[src/design/mpp_pkg.sv]
// ----------------------------------------------------------------------------
// MQTT PUBLISH parser package
// Parser phases, byte classes, status codes, register indexes and the
// layout of one result item.
// ----------------------------------------------------------------------------
package mpp_pkg;

    typedef enum logic [2:0] {
        PH_IDLE,
        PH_LEN,
        PH_TLEN_HI,
        PH_TLEN_LO,
        PH_TOPIC,
        PH_PID,
        PH_PAYLOAD
    } phase_t;

    typedef enum logic [1:0] {
        KIND_FRAME,
        KIND_TOPIC,
        KIND_PAYLOAD
    } kind_t;

    typedef enum logic [2:0] {
        ST_OK,
        ST_BAD_HEADER,
        ST_LEN_TOO_LONG,
        ST_TOPIC_TOO_LONG,
        ST_PAYLOAD_TOO_LONG
    } status_t;

    typedef enum logic [0:0] {
        CFG_TOPIC_LIMIT,
        CFG_PAYLOAD_LIMIT
    } cfg_index_t;

    localparam int CFG_W = 16;

    localparam logic [7:0] HDR_QOS0 = 8'h30;
    localparam logic [7:0] HDR_QOS1 = 8'h32;
    localparam logic [7:0] HDR_QOS2 = 8'h34;

    localparam logic [15:0] TOPIC_LIMIT_RST   = 16'd128;
    localparam logic [15:0] PAYLOAD_LIMIT_RST = 16'd512;

    localparam logic [1:0]  MAX_LEN_BYTES = 2'd3;
    localparam logic [15:0] PID_BYTES     = 16'd2;
    localparam logic [15:0] TLEN_BYTES    = 16'd2;
    localparam logic [15:0] TLEN_PID_BYTES = 16'd4;

    typedef struct packed {
        kind_t       byte_kind;
        logic [7:0]  data_out;
        logic        packet_end;
        status_t     status;
        logic        has_packet_id;
        logic [15:0] topic_length;
        logic [15:0] payload_length;
    } result_t;

endpackage

[src/design/mpp_if.sv]
// ----------------------------------------------------------------------------
// MQTT PUBLISH parser channels
// Valid/ready channels for received bytes and for result items.
// ----------------------------------------------------------------------------
interface mpp_rx_if;
    logic       valid;
    logic       ready;
    logic [7:0] rx_byte;
    logic       restart;

    modport source (output valid, output rx_byte, output restart, input ready);
    modport sink   (input valid, input rx_byte, input restart, output ready);
endinterface

interface mpp_res_if;
    logic        valid;
    logic        ready;
    logic [1:0]  byte_kind;
    logic [7:0]  data_out;
    logic        packet_end;
    logic [2:0]  status;
    logic        has_packet_id;
    logic [15:0] topic_length;
    logic [15:0] payload_length;

    modport source (
        output valid, output byte_kind, output data_out, output packet_end,
        output status, output has_packet_id, output topic_length,
        output payload_length, input ready
    );
    modport sink (
        input valid, input byte_kind, input data_out, input packet_end,
        input status, input has_packet_id, input topic_length,
        input payload_length, output ready
    );
endinterface

[src/design/mqtt_publish_parser.sv]
// ----------------------------------------------------------------------------
// MQTT PUBLISH packet parser
// Parses a received PUBLISH packet one byte at a time and gives one result
// item for each byte, with its class, the lengths and the end status.
// ----------------------------------------------------------------------------
//  channel  direction  payload
//  rx       in         rx_byte, restart
//  res      out        byte_kind, data_out, packet_end, status,
//                      has_packet_id, topic_length, payload_length
//  cfg      in         cfg_we, cfg_index, cfg_data (topic/payload limits)
//
// One byte is accepted in every cycle while rx ready is high; its result
// item is registered in the output buffer.
// The parse state updates in the same cycle as the byte is accepted.
// A two-entry output buffer keeps rx ready for one more item while the
// sink stalls; rx ready drops only when both entries are full.
// After reset the parser awaits a header byte and the limits are 128 and 512.
// ----------------------------------------------------------------------------
module mqtt_publish_parser (
    input  logic                clk,
    input  logic                rst_n,
    mpp_rx_if.sink              rx,
    mpp_res_if.source           res,
    input  logic                cfg_we,
    input  mpp_pkg::cfg_index_t cfg_index,
    input  logic [15:0]         cfg_data
);
    import mpp_pkg::*;

    result_t item;
    logic    buf_ready;
    logic    take;

    assign rx.ready = buf_ready;
    assign take     = rx.valid && buf_ready;

    mpp_core u_core (
        .clk       (clk),
        .rst_n     (rst_n),
        .cfg_we    (cfg_we),
        .cfg_index (cfg_index),
        .cfg_data  (cfg_data),
        .take      (take),
        .rx_byte   (rx.rx_byte),
        .restart   (rx.restart),
        .res       (item)
    );

    mpp_out_buf u_out_buf (
        .clk   (clk),
        .rst_n (rst_n),
        .push  (take),
        .item  (item),
        .ready (buf_ready),
        .res   (res)
    );

endmodule

[src/design/mpp_core.sv]
// ----------------------------------------------------------------------------
// MQTT PUBLISH parser core
// Holds the limit registers and the parse state, and works out the result
// item and the next state for each accepted byte combinationally.
// ----------------------------------------------------------------------------
module mpp_core (
    input  logic                  clk,
    input  logic                  rst_n,
    input  logic                  cfg_we,
    input  mpp_pkg::cfg_index_t   cfg_index,
    input  logic [15:0]           cfg_data,
    input  logic                  take,
    input  logic [7:0]            rx_byte,
    input  logic                  restart,
    output mpp_pkg::result_t      res
);
    import mpp_pkg::*;

    logic [15:0] topic_limit_reg;
    logic [15:0] payload_limit_reg;

    phase_t      phase_reg, phase_next;
    logic [20:0] rem_reg, rem_next;
    logic [1:0]  cnt_reg, cnt_next;
    logic [15:0] tl_reg, tl_next;
    logic [15:0] bc_reg, bc_next;
    logic        flag_reg, flag_next;
    logic [15:0] pl_reg, pl_next;

    logic        is_header;
    logic        hdr_ok;
    logic [20:0] rem_add;
    logic [15:0] tl_eff;
    logic        tl_too_long;
    logic [15:0] pay_calc;
    logic        pay_too_long;
    logic        pay_zero;
    logic [15:0] bc_inc;
    logic        topic_done;
    logic        pid_done;
    logic        pay_done;
    logic        topic_passed;
    logic        enter_pay;
    phase_t      pay_phase;

    always_ff @(posedge clk or negedge rst_n)
    begin
        if (!rst_n)
        begin
            topic_limit_reg   <= TOPIC_LIMIT_RST;
            payload_limit_reg <= PAYLOAD_LIMIT_RST;
        end
        else if (cfg_we)
        begin
            unique case (cfg_index)
                CFG_TOPIC_LIMIT:   topic_limit_reg   <= cfg_data;
                CFG_PAYLOAD_LIMIT: payload_limit_reg <= cfg_data;
                default:           topic_limit_reg   <= topic_limit_reg;
            endcase
        end
    end

    assign is_header = restart || (phase_reg == PH_IDLE);
    assign hdr_ok    = (rx_byte == HDR_QOS0) || (rx_byte == HDR_QOS1) ||
                       (rx_byte == HDR_QOS2);

    always_comb
    begin
        unique case (cnt_reg)
            2'd0:    rem_add = {14'd0, rx_byte[6:0]};
            2'd1:    rem_add = {7'd0, rx_byte[6:0], 7'd0};
            2'd2:    rem_add = {rx_byte[6:0], 14'd0};
            default: rem_add = '0;
        endcase
    end

    assign tl_eff       = (phase_reg == PH_TLEN_LO) ? {tl_reg[15:8], rx_byte} : tl_reg;
    assign tl_too_long  = tl_eff >= topic_limit_reg;
    assign pay_calc     = rem_reg[15:0] - tl_eff - (flag_reg ? TLEN_PID_BYTES : TLEN_BYTES);
    assign pay_too_long = pay_calc >= payload_limit_reg;
    assign pay_zero     = pay_calc == 16'd0;
    assign bc_inc       = bc_reg + 16'd1;
    assign topic_done   = bc_inc >= tl_reg;
    assign pid_done     = bc_inc >= PID_BYTES;
    assign pay_done     = bc_inc >= pl_reg;

    assign topic_passed = !is_header &&
        (((phase_reg == PH_TLEN_LO) && !tl_too_long && (tl_eff == 16'd0)) ||
         ((phase_reg == PH_TOPIC) && topic_done));
    assign enter_pay = (topic_passed && !flag_reg) ||
                       (!is_header && (phase_reg == PH_PID) && pid_done);
    assign pay_phase = (pay_too_long || pay_zero) ? PH_IDLE : PH_PAYLOAD;

    // Next phase.
    always_comb
    begin
        phase_next = phase_reg;
        if (is_header)
        begin
            phase_next = hdr_ok ? PH_LEN : PH_IDLE;
        end
        else
        begin
            unique case (phase_reg)
                PH_LEN:
                begin
                    if (cnt_reg >= MAX_LEN_BYTES)
                        phase_next = PH_IDLE;
                    else if (!rx_byte[7])
                        phase_next = PH_TLEN_HI;
                end
                PH_TLEN_HI: phase_next = PH_TLEN_LO;
                PH_TLEN_LO:
                begin
                    if (tl_too_long)
                        phase_next = PH_IDLE;
                    else if (tl_eff != 16'd0)
                        phase_next = PH_TOPIC;
                    else
                        phase_next = flag_reg ? PH_PID : pay_phase;
                end
                PH_TOPIC:
                begin
                    if (topic_done)
                        phase_next = flag_reg ? PH_PID : pay_phase;
                end
                PH_PID:
                begin
                    if (pid_done)
                        phase_next = pay_phase;
                end
                PH_PAYLOAD:
                begin
                    if (pay_done)
                        phase_next = PH_IDLE;
                end
                default: phase_next = PH_IDLE;
            endcase
        end
    end

    // Lengths, counters and the packet id flag.
    always_comb
    begin
        rem_next  = rem_reg;
        cnt_next  = cnt_reg;
        tl_next   = tl_reg;
        bc_next   = bc_reg;
        flag_next = flag_reg;
        pl_next   = pl_reg;
        if (is_header)
        begin
            rem_next  = '0;
            cnt_next  = '0;
            tl_next   = '0;
            bc_next   = '0;
            pl_next   = '0;
            flag_next = hdr_ok && (rx_byte != HDR_QOS0);
        end
        else
        begin
            unique case (phase_reg)
                PH_LEN:
                begin
                    if (cnt_reg < MAX_LEN_BYTES)
                    begin
                        rem_next = rem_reg + rem_add;
                        cnt_next = cnt_reg + 2'd1;
                    end
                end
                PH_TLEN_HI: tl_next = {rx_byte, 8'd0};
                PH_TLEN_LO:
                begin
                    tl_next = tl_eff;
                    bc_next = '0;
                end
                PH_TOPIC:   bc_next = topic_done ? 16'd0 : bc_inc;
                PH_PID:     bc_next = pid_done ? 16'd0 : bc_inc;
                PH_PAYLOAD: bc_next = bc_inc;
                default:    bc_next = bc_reg;
            endcase
            if (enter_pay)
                pl_next = pay_calc;
        end
    end

    // Result item.
    always_comb
    begin
        res.byte_kind      = KIND_FRAME;
        res.data_out       = rx_byte;
        res.packet_end     = 1'b0;
        res.status         = ST_OK;
        res.has_packet_id  = flag_next;
        res.topic_length   = tl_next;
        res.payload_length = pl_next;
        if (is_header)
        begin
            if (!hdr_ok)
            begin
                res.packet_end = 1'b1;
                res.status     = ST_BAD_HEADER;
            end
        end
        else
        begin
            if (phase_reg == PH_TOPIC)
                res.byte_kind = KIND_TOPIC;
            else if (phase_reg == PH_PAYLOAD)
                res.byte_kind = KIND_PAYLOAD;

            if ((phase_reg == PH_LEN) && (cnt_reg >= MAX_LEN_BYTES))
            begin
                res.packet_end = 1'b1;
                res.status     = ST_LEN_TOO_LONG;
            end
            else if ((phase_reg == PH_TLEN_LO) && tl_too_long)
            begin
                res.packet_end = 1'b1;
                res.status     = ST_TOPIC_TOO_LONG;
            end
            else if (enter_pay && pay_too_long)
            begin
                res.packet_end = 1'b1;
                res.status     = ST_PAYLOAD_TOO_LONG;
            end
            else if (enter_pay && pay_zero)
            begin
                res.packet_end = 1'b1;
            end
            else if ((phase_reg == PH_PAYLOAD) && pay_done)
            begin
                res.packet_end = 1'b1;
            end
        end
    end

    always_ff @(posedge clk or negedge rst_n)
    begin
        if (!rst_n)
        begin
            phase_reg <= PH_IDLE;
            rem_reg   <= '0;
            cnt_reg   <= '0;
            tl_reg    <= '0;
            bc_reg    <= '0;
            flag_reg  <= 1'b0;
            pl_reg    <= '0;
        end
        else if (take)
        begin
            phase_reg <= phase_next;
            rem_reg   <= rem_next;
            cnt_reg   <= cnt_next;
            tl_reg    <= tl_next;
            bc_reg    <= bc_next;
            flag_reg  <= flag_next;
            pl_reg    <= pl_next;
        end
    end

    a_status_needs_end: assert property (@(posedge clk) disable iff (!rst_n)
        take && (res.status != ST_OK) |-> res.packet_end)
        else $error("error status without packet end");

    a_end_returns_idle: assert property (@(posedge clk) disable iff (!rst_n)
        take && res.packet_end |=> phase_reg == PH_IDLE)
        else $error("parser not idle after packet end");

    a_payload_nonzero: assert property (@(posedge clk) disable iff (!rst_n)
        phase_reg == PH_PAYLOAD |-> pl_reg != 16'd0)
        else $error("payload phase with zero payload length");

endmodule

[src/design/mpp_out_buf.sv]
// ----------------------------------------------------------------------------
// MQTT PUBLISH parser output buffer
// Output register with a skid stage, so that a new item is taken while a
// finished result still waits for the sink.
// ----------------------------------------------------------------------------
module mpp_out_buf (
    input  logic              clk,
    input  logic              rst_n,
    input  logic              push,
    input  mpp_pkg::result_t  item,
    output logic              ready,
    mpp_res_if.source         res
);
    import mpp_pkg::*;

    logic    main_valid_reg, main_valid_next;
    logic    skid_valid_reg, skid_valid_next;
    result_t main_reg, main_next;
    result_t skid_reg, skid_next;
    logic    pop;

    assign ready = !skid_valid_reg;
    assign pop   = main_valid_reg && res.ready;

    always_comb
    begin
        main_valid_next = main_valid_reg;
        skid_valid_next = skid_valid_reg;
        main_next       = main_reg;
        skid_next       = skid_reg;
        if (pop || !main_valid_reg)
        begin
            main_valid_next = skid_valid_reg || push;
            main_next       = skid_valid_reg ? skid_reg : item;
            skid_valid_next = 1'b0;
        end
        else if (push)
        begin
            skid_valid_next = 1'b1;
            skid_next       = item;
        end
    end

    always_ff @(posedge clk or negedge rst_n)
    begin
        if (!rst_n)
        begin
            main_valid_reg <= 1'b0;
            skid_valid_reg <= 1'b0;
        end
        else
        begin
            main_valid_reg <= main_valid_next;
            skid_valid_reg <= skid_valid_next;
        end
    end

    always_ff @(posedge clk)
    begin
        main_reg <= main_next;
        skid_reg <= skid_next;
    end

    assign res.valid          = main_valid_reg;
    assign res.byte_kind      = main_reg.byte_kind;
    assign res.data_out       = main_reg.data_out;
    assign res.packet_end     = main_reg.packet_end;
    assign res.status         = main_reg.status;
    assign res.has_packet_id  = main_reg.has_packet_id;
    assign res.topic_length   = main_reg.topic_length;
    assign res.payload_length = main_reg.payload_length;

    a_skid_behind_main: assert property (@(posedge clk) disable iff (!rst_n)
        skid_valid_reg |-> main_valid_reg)
        else $error("skid stage full while output register empty");

    a_no_push_when_full: assert property (@(posedge clk) disable iff (!rst_n)
        skid_valid_reg |-> !push)
        else $error("item pushed into a full buffer");

endmodule

[src/flat_wrapper.sv]
// flat-port wrapper written by rule: the top's interface ports become plain ports
module mqtt_publish_parser_flat import mpp_pkg::*;
  (clk, rst_n, cfg_we, cfg_index, cfg_data, rx_valid, rx_rx_byte, rx_restart, rx_ready, res_valid, res_byte_kind, res_data_out, res_packet_end, res_status, res_has_packet_id, res_topic_length, res_payload_length, res_ready);
  mpp_rx_if rx_i ();
  mpp_res_if res_i ();
  input  logic clk;
  input  logic rst_n;
  input  logic cfg_we;
  input  mpp_pkg::cfg_index_t cfg_index;
  input  logic [15:0] cfg_data;
  input wire logic [$bits(rx_i.valid)-1:0] rx_valid;
  input wire logic [$bits(rx_i.rx_byte)-1:0] rx_rx_byte;
  input wire logic [$bits(rx_i.restart)-1:0] rx_restart;
  output wire logic [$bits(rx_i.ready)-1:0] rx_ready;
  output wire logic [$bits(res_i.valid)-1:0] res_valid;
  output wire logic [$bits(res_i.byte_kind)-1:0] res_byte_kind;
  output wire logic [$bits(res_i.data_out)-1:0] res_data_out;
  output wire logic [$bits(res_i.packet_end)-1:0] res_packet_end;
  output wire logic [$bits(res_i.status)-1:0] res_status;
  output wire logic [$bits(res_i.has_packet_id)-1:0] res_has_packet_id;
  output wire logic [$bits(res_i.topic_length)-1:0] res_topic_length;
  output wire logic [$bits(res_i.payload_length)-1:0] res_payload_length;
  input wire logic [$bits(res_i.ready)-1:0] res_ready;
  assign rx_i.valid = rx_valid;
  assign rx_i.rx_byte = rx_rx_byte;
  assign rx_i.restart = rx_restart;
  assign rx_ready = rx_i.ready;
  assign res_valid = res_i.valid;
  assign res_byte_kind = res_i.byte_kind;
  assign res_data_out = res_i.data_out;
  assign res_packet_end = res_i.packet_end;
  assign res_status = res_i.status;
  assign res_has_packet_id = res_i.has_packet_id;
  assign res_topic_length = res_i.topic_length;
  assign res_payload_length = res_i.payload_length;
  assign res_i.ready = res_ready;
  mqtt_publish_parser u_core (.clk(clk), .rst_n(rst_n), .rx(rx_i), .res(res_i), .cfg_we(cfg_we), .cfg_index(cfg_index), .cfg_data(cfg_data));
endmodule
[config.mk]
export PLATFORM = sky130hd
export DESIGN_NAME = mqtt_publish_parser_flat
export DESIGN_NICKNAME = d
export VERILOG_FILES = /design/src/design/mpp_pkg.sv /design/src/design/mpp_if.sv /design/src/design/mqtt_publish_parser.sv /design/src/design/mpp_core.sv /design/src/design/mpp_out_buf.sv /design/src/flat_wrapper.sv
export SDC_FILE = /design/constraint.sdc
export NUM_CORES = 1
export LEC_CHECK = 0
export ABC_CLOCK_PERIOD_IN_PS = 8950
export BUFFER_PORTS_ARGS = -buffer_cell sky130_fd_sc_hd__buf_2
export CELL_PAD_IN_SITES_DETAIL_PLACEMENT = 1
export CELL_PAD_IN_SITES_GLOBAL_PLACEMENT = 2
export CORE_MARGIN = 2
export CORE_UTILIZATION = 43
export DETAILED_ROUTE_END_ITERATION = 8
export PLACE_DENSITY_LB_ADDON = 0.1
export SYNTH_ARGS = -nofsm -noshare
export SYNTH_HDL_FRONTEND = slang
export SYNTH_SLANG_ARGS = --single-unit
export TNS_END_PERCENT = 1
[constraint.sdc]
create_clock -name clk -period 8.95 [get_ports clk]
set_clock_uncertainty 0.1 [all_clocks]
set_input_delay 2.685 -clock clk [delete_from_list [all_inputs] [get_ports clk]]
set_output_delay 2.685 -clock clk [all_outputs]
set_load 0.02 [all_outputs]
* Word level (Yosys, flattened, before mapping) *
Index checks and enable logic that the tools add are counted.

storage, ports and cells
  register bits after elaboration = 203
  bits of input ports = 31
  output and inout bits = 49

operators by class
  $add $sub $neg = 5
  order comparisons = 7
  eq/ne operators = 16
  mux-type cells = 44
  bitwise logic cells = 2
  reductions and logical operators = 43

operator list
  operator                                                                              count
  16-bit 2-to-1 mux                                                                     6
  16-bit greater-or-equal comparator                                                    4
  16-bit case mux with 4 select lines                                                   1
  21-bit 2-to-1 mux                                                                     3
  21-bit case mux with 3 select lines                                                   1
  47-bit 2-to-1 mux                                                                     1
  3-bit 2-to-1 mux                                                                      12
  16-bit logical NOT                                                                    2
  16-bit case mux with 2 select lines                                                   1
  8-bit by 6-bit == test with 1-bit output, second input constant                       3
  21-bit adder                                                                          1
  3-bit case mux with 6 select lines                                                    1
  16-bit by 1-bit adder with 16-bit output, second input constant                       1
  16-bit by 2-bit greater-or-equal comparator with 1-bit output, second input constant  1
  4-bit 2-to-1 mux                                                                      4
  16-bit nonzero test                                                                   1
  16-bit subtractor                                                                     1
  16-bit by 3-bit subtractor with 16-bit output                                         1
  1-bit logical AND                                                                     15
  2-bit 2-to-1 mux                                                                      6
  3-bit == test, second input constant                                                  3
  3-bit inequality test, second input constant                                          3
  1-bit logical OR                                                                      8
  8-bit 2-to-1 mux                                                                      1
  19 further kinds                                                                      36

* Longest topological paths before layout *
  depth in word-level cells = 17
  depth in mapped cells = 25

* By module *
Synthesis repeated with hierarchy kept, for this count alone.

unflattened totals
  cells, all modules = 1,208
  area total of the unflattened synthesis = 12,406.9 um2

by module, submodules not included
  module               times used  cells an instance  area each (um2)  sequential area each (um2)
  mpp_core             1           1,052              8,894.8          2,555.0
  mpp_out_buf          1           155                3,505.9          2,872.8
  mqtt_publish_parser  1           1                  6.3              0.0

* Worst setup path before layout *
No wires, ideal clock.

  kind = input-to-reg
  start point = in rx_rx_byte[1]
  end point = reg u_core.u_core.phase_reg[1]
  data arrival time = 6.558 ns
  setup slack = 2.210 ns
  stages on the path = 18
  path buffers = 1
  cells stage by stage = clkbuf_1 -> nand2_1 -> o21ai_0 -> ha_1 -> fa_1 -> and2b_1 -> o22a_1 -> a221oi_4 -> o311ai_0 -> ha_1 -> nand2_1 -> nor3_1 -> a311oi_1 -> a21oi_1 -> o221ai_1 -> o41ai_2 -> o32a_1 -> o22ai_1

between the ends
  word-level cells in the longest chain between the ends = 11

RTL lines
  what                                                                             RTL line                          source
  start: declaration                                                               flat_wrapper.sv:12                input wire logic [$bits(rx_i.rx_byte)-1:0] rx_rx_byte;
  8-bit 2-to-1 mux *                                                               mpp_core.sv:77                    assign tl_eff = (phase_reg == PH_TLEN_LO) ? {tl_reg[15:8], rx_byte} : tl_reg;
  16-bit subtractor                                                                mpp_core.sv:79                    assign pay_calc = rem_reg[15:0] - tl_eff - (flag_reg ? TLEN_PID_BYTES : TLEN_BYTES);
  16-bit by 3-bit subtractor with 16-bit output                                    mpp_core.sv:79
  16-bit greater-or-equal comparator / 16-bit logical NOT (equally long branches)  mpp_core.sv:80, mpp_core.sv:81
  1-bit logical OR                                                                 mpp_core.sv:92                    assign pay_phase = (pay_too_long || pay_zero) ? PH_IDLE : PH_PAYLOAD;
  3-bit 2-to-1 mux                                                                 mpp_core.sv:92
  3-bit 2-to-1 mux                                                                 mpp_core.sv:120, mpp_core.sv:125
  3-bit 2-to-1 mux                                                                 mpp_core.sv:117                   else if (tl_eff != 16'd0)
  3-bit 2-to-1 mux                                                                 mpp_core.sv:115                   if (tl_too_long)
  3-bit case mux with 6 select lines *                                             mpp_core.sv:104                   unique case (phase_reg)
  3-bit 2-to-1 mux *                                                               mpp_core.sv:98                    if (is_header)
  end signal: assignment                                                           mpp_core.sv:252                   phase_reg <= phase_next;
  end: declaration                                                                 mpp_core.sv:22                    phase_t phase_reg, phase_next;

Mark *: on every way between the ends. The rest lies on a longest branch, timed or not. The select of a mux whose other input is x is not followed.
A chain may end at the register's enable or synchronous reset.

* Worst setup path after layout *
  start point = in rx_rx_byte[2]
  end point = reg u_core.u_core.phase_reg[1]

Same word-level chain as after synthesis.

==> reports/results.tsv <==
metric	value	unit
Ys Warns	0	
count leader, synth	inv_1	
actual slew at the worst max-slew pin	1.069	ns
Final min period	6.952	ns
CP Launch Type	input port	
Fin. Hold Viols	0	
Root Driver	clkbuf_16	
Worst R2R Path Depth	22	
detailed placement HPWL	25850	microns
Synth top cells by count	inv_1, nand2_1, ha_1, dfrtp_1, edfxtp_1	
crit path DAT	7.24	ns
Seq cells post-synth	198	
gr ovfl total	0	
Detail Route Antenna Nets	0	
Vert. Die Dim	173.5	microns
RSZ-0062 raised after global routing	no	
first-pass GRT wire length	56620	microns
Hold WC Path Type	flop to flop	
max_cap viols	0	
Antenna Cells	0	
Synth Flop Type	dfrtp_1	
pwr dens	149.2	mW/mm^2
WL/cell	20.79	microns
Final WS setup	1.998	ns
gpl congestion	0.8877	
CTS tree	yes	
status	finished clean	
vias per cell	5.531	
Worst setup EP type	flop	
NumNets Final	1453	
Cell Area, Synth	0.01235	sq mm
total chip power	2.041	mW
# hold bufs at CTS	0	
Longest Clk Path Bufs	2	
Vias	9409	
Total Wirelength	35370	microns
R2R setup slack	3.30	ns
# DRC	0	
endpoints failing setup	0	
total CTS buffers	17	
Setup Buffers After CTS	0	
Fin Setup TNS	0	ns
Reg clk slew, reported paths	0.08	ns
Post-Syn Nets	1395	
register area share after synthesis	43.95	%
total core area	0.02847	sq mm
worst hold path depth	2	
insertion delay to the later sink of the worst-skew pair	0.47	ns
initial core utilization	43.38	%
First-pass DRT Iterations	5	
layout cells sized above 1	13.74	%
mean post-synth cell area	9.911	sq um
post-synth top area share	22.86	%
Yosys top cell by area	edfxtp_1	
die area	0.03009	sq mm
num rows	62	
clock sinks	198	
Slew Limit Fails	0	
worst-path fanout max	8	
DIE WIDTH	173.5	microns
number of flops mapped to enable cells by yosys	94	
slew margin rel.	28.40	%
Core Util, Final	48.05	%
DP Area	0.01310	sq mm
htree depth	4	
initial antenna violation count	0	
WS Path Type	input port to flop	
WP data required	9.23	ns
Post-CTS Resized	0	
LEAKAGE	6.252	nW
vias in the first global route	9709	
synth unique cells	81	
Ports	80	
maximum vdd ir drop	0.1303	mV
dominant cells by area after synthesis	edfxtp_1, dfrtp_1, ha_1	
gr usage total	24.54	%
period utilization	77.67	%
FFs w/ async S/R, synth	52.53	%
Layout area overhead	10.77	%
max reg flops	47	
initial drt markers	488	
largest net degree at the start of global routing	79	
Post-Synthesis Cells	1246	
worst slack at placement	1.521	ns
port bufs	79	
Fmax	0.1438	GHz
fin area	0.01368	sq mm
[placed cells by master (no fill, tap or decap), types with 5 or more instances in the layout]
cell / n
o21a_1: 5
a21oi_1: 29
ha_1: 116
o211ai_1: 7
nand4_1: 15
o31ai_1: 24
xnor2_1: 26
nor3_1: 13
mux2_2: 33
nor4_1: 6
a2111oi_0: 5
and3_1: 13
inv_1: 143
or2_2: 6
nand2_1: 142
o21ai_0: 93
a22o_1: 33
o22ai_1: 6
mux2i_1: 18
nand3_1: 19
clkbuf_16: 17
xor2_1: 18
buf_4: 12
nand2b_1: 14
nor2_1: 54
buf_2: 78
dfrtp_1: 101
and2_1: 22
a211oi_1: 11
a21o_1: 30
edfxtp_1: 94
nor2b_1: 12
a31oi_1: 7
[worst max-delay path, stage by stage]
cell	delay, ns
buf_2	0.15
and4b_1	0.22
a21oi_2	0.21
xnor2_1	0.10
ha_1	0.18
a21o_1	0.15
ha_1	0.38
nand4_1	0.17
a211oi_1	0.33
o31ai_1	0.13
a41oi_1	0.25
xor2_1	0.41
ha_1	0.34
nand3_1	0.09
nor3_1	0.06
a311oi_1	0.30
a21oi_1	0.12
o221ai_1	0.31
o41ai_2	0.19
o32a_1	0.38
o22ai_1	0.10
[through the flow]
step,std cells,hold WS [ns]
2_1_floorplan,1246,0.3498
6_report,1701,0.3859
3_5_place_dp,1669,0.3793
3_3_place_gp,1669,0.3618
4_1_cts,1701,0.3949
5_1_grt,1701,0.4321
[per-layer routing]
| metal | routed length, microns | vias to the layer above | track usage, % |
|---|---|---|---|
| li1 | - | 4550 | - |
| met1 | 16800 | 4674 | 33.63 |
| met2 | 16570 | 147 | 39.53 |
| met3 | 1101 | 38 | 3.991 |
| met4 | 898 | 0 | 8.510 |
| met5 | 0 | - | 0 |
[cell type report]
type / count / area [sq um]
Clock buffer: 19 / 442.9
Clock inverter: 13 / 141.4
Fill cell: 3251 / 14790
Inverter: 145 / 544.3
Multi-Input combinational cell: 852 / 6161
Sequential cell: 198 / 5429
Tap cell: 384 / 480.5
Timing Repair Buffer: 90 / 480.5
[where the power goes]
group	internal [mW]	switching (mW)
Sequential	1.00	0.0173
Combinational	0.0754	0.152
Clock	0.402	0.390
[logic make-up (layout without fill, tap and decap cells)]
| kind of cell | count (synthesis) | count (layout) | synth area share [%] |
|---|---|---|---|
| AND/OR/NAND/NOR | 346 | 346 | 13.72 |
| AO/OA/AOI/OAI | 293 | 293 | 16.26 |
| flip-flops | 198 | 198 | 43.95 |
| buffers and inverters | 196 | 267 | 6.403 |
| adder cells (fa/ha/maj) | 118 | 118 | 12.08 |
| multiplexers | 51 | 51 | 4.468 |
| XOR/XNOR | 44 | 44 | 3.121 |
[path summary, 6_finish.rpt]
check                                                  startpoint                                          end
min reg2reg                  u_core.u_core.bc_reg[14]$_DFFE_PN0P_         u_core.u_core.bc_reg[14]$_DFFE_PN0P_
min in group asynchronous                                   rst_n         u_core.u_core.cnt_reg[1]$_DFFE_PN0P_
max                                                 rx_rx_byte[2]       u_core.u_core.phase_reg[1]$_DFFE_PN0P_
min                          u_core.u_core.bc_reg[14]$_DFFE_PN0P_         u_core.u_core.bc_reg[14]$_DFFE_PN0P_
max in group asynchronous                                   rst_n  u_core.u_out_buf.skid_valid_reg$_DFFE_PN0P_
max reg2reg                u_core.u_core.phase_reg[0]$_DFFE_PN0P_       u_core.u_core.phase_reg[1]$_DFFE_PN0P_
Note: power is estimated with default switching activity, not from simulation.
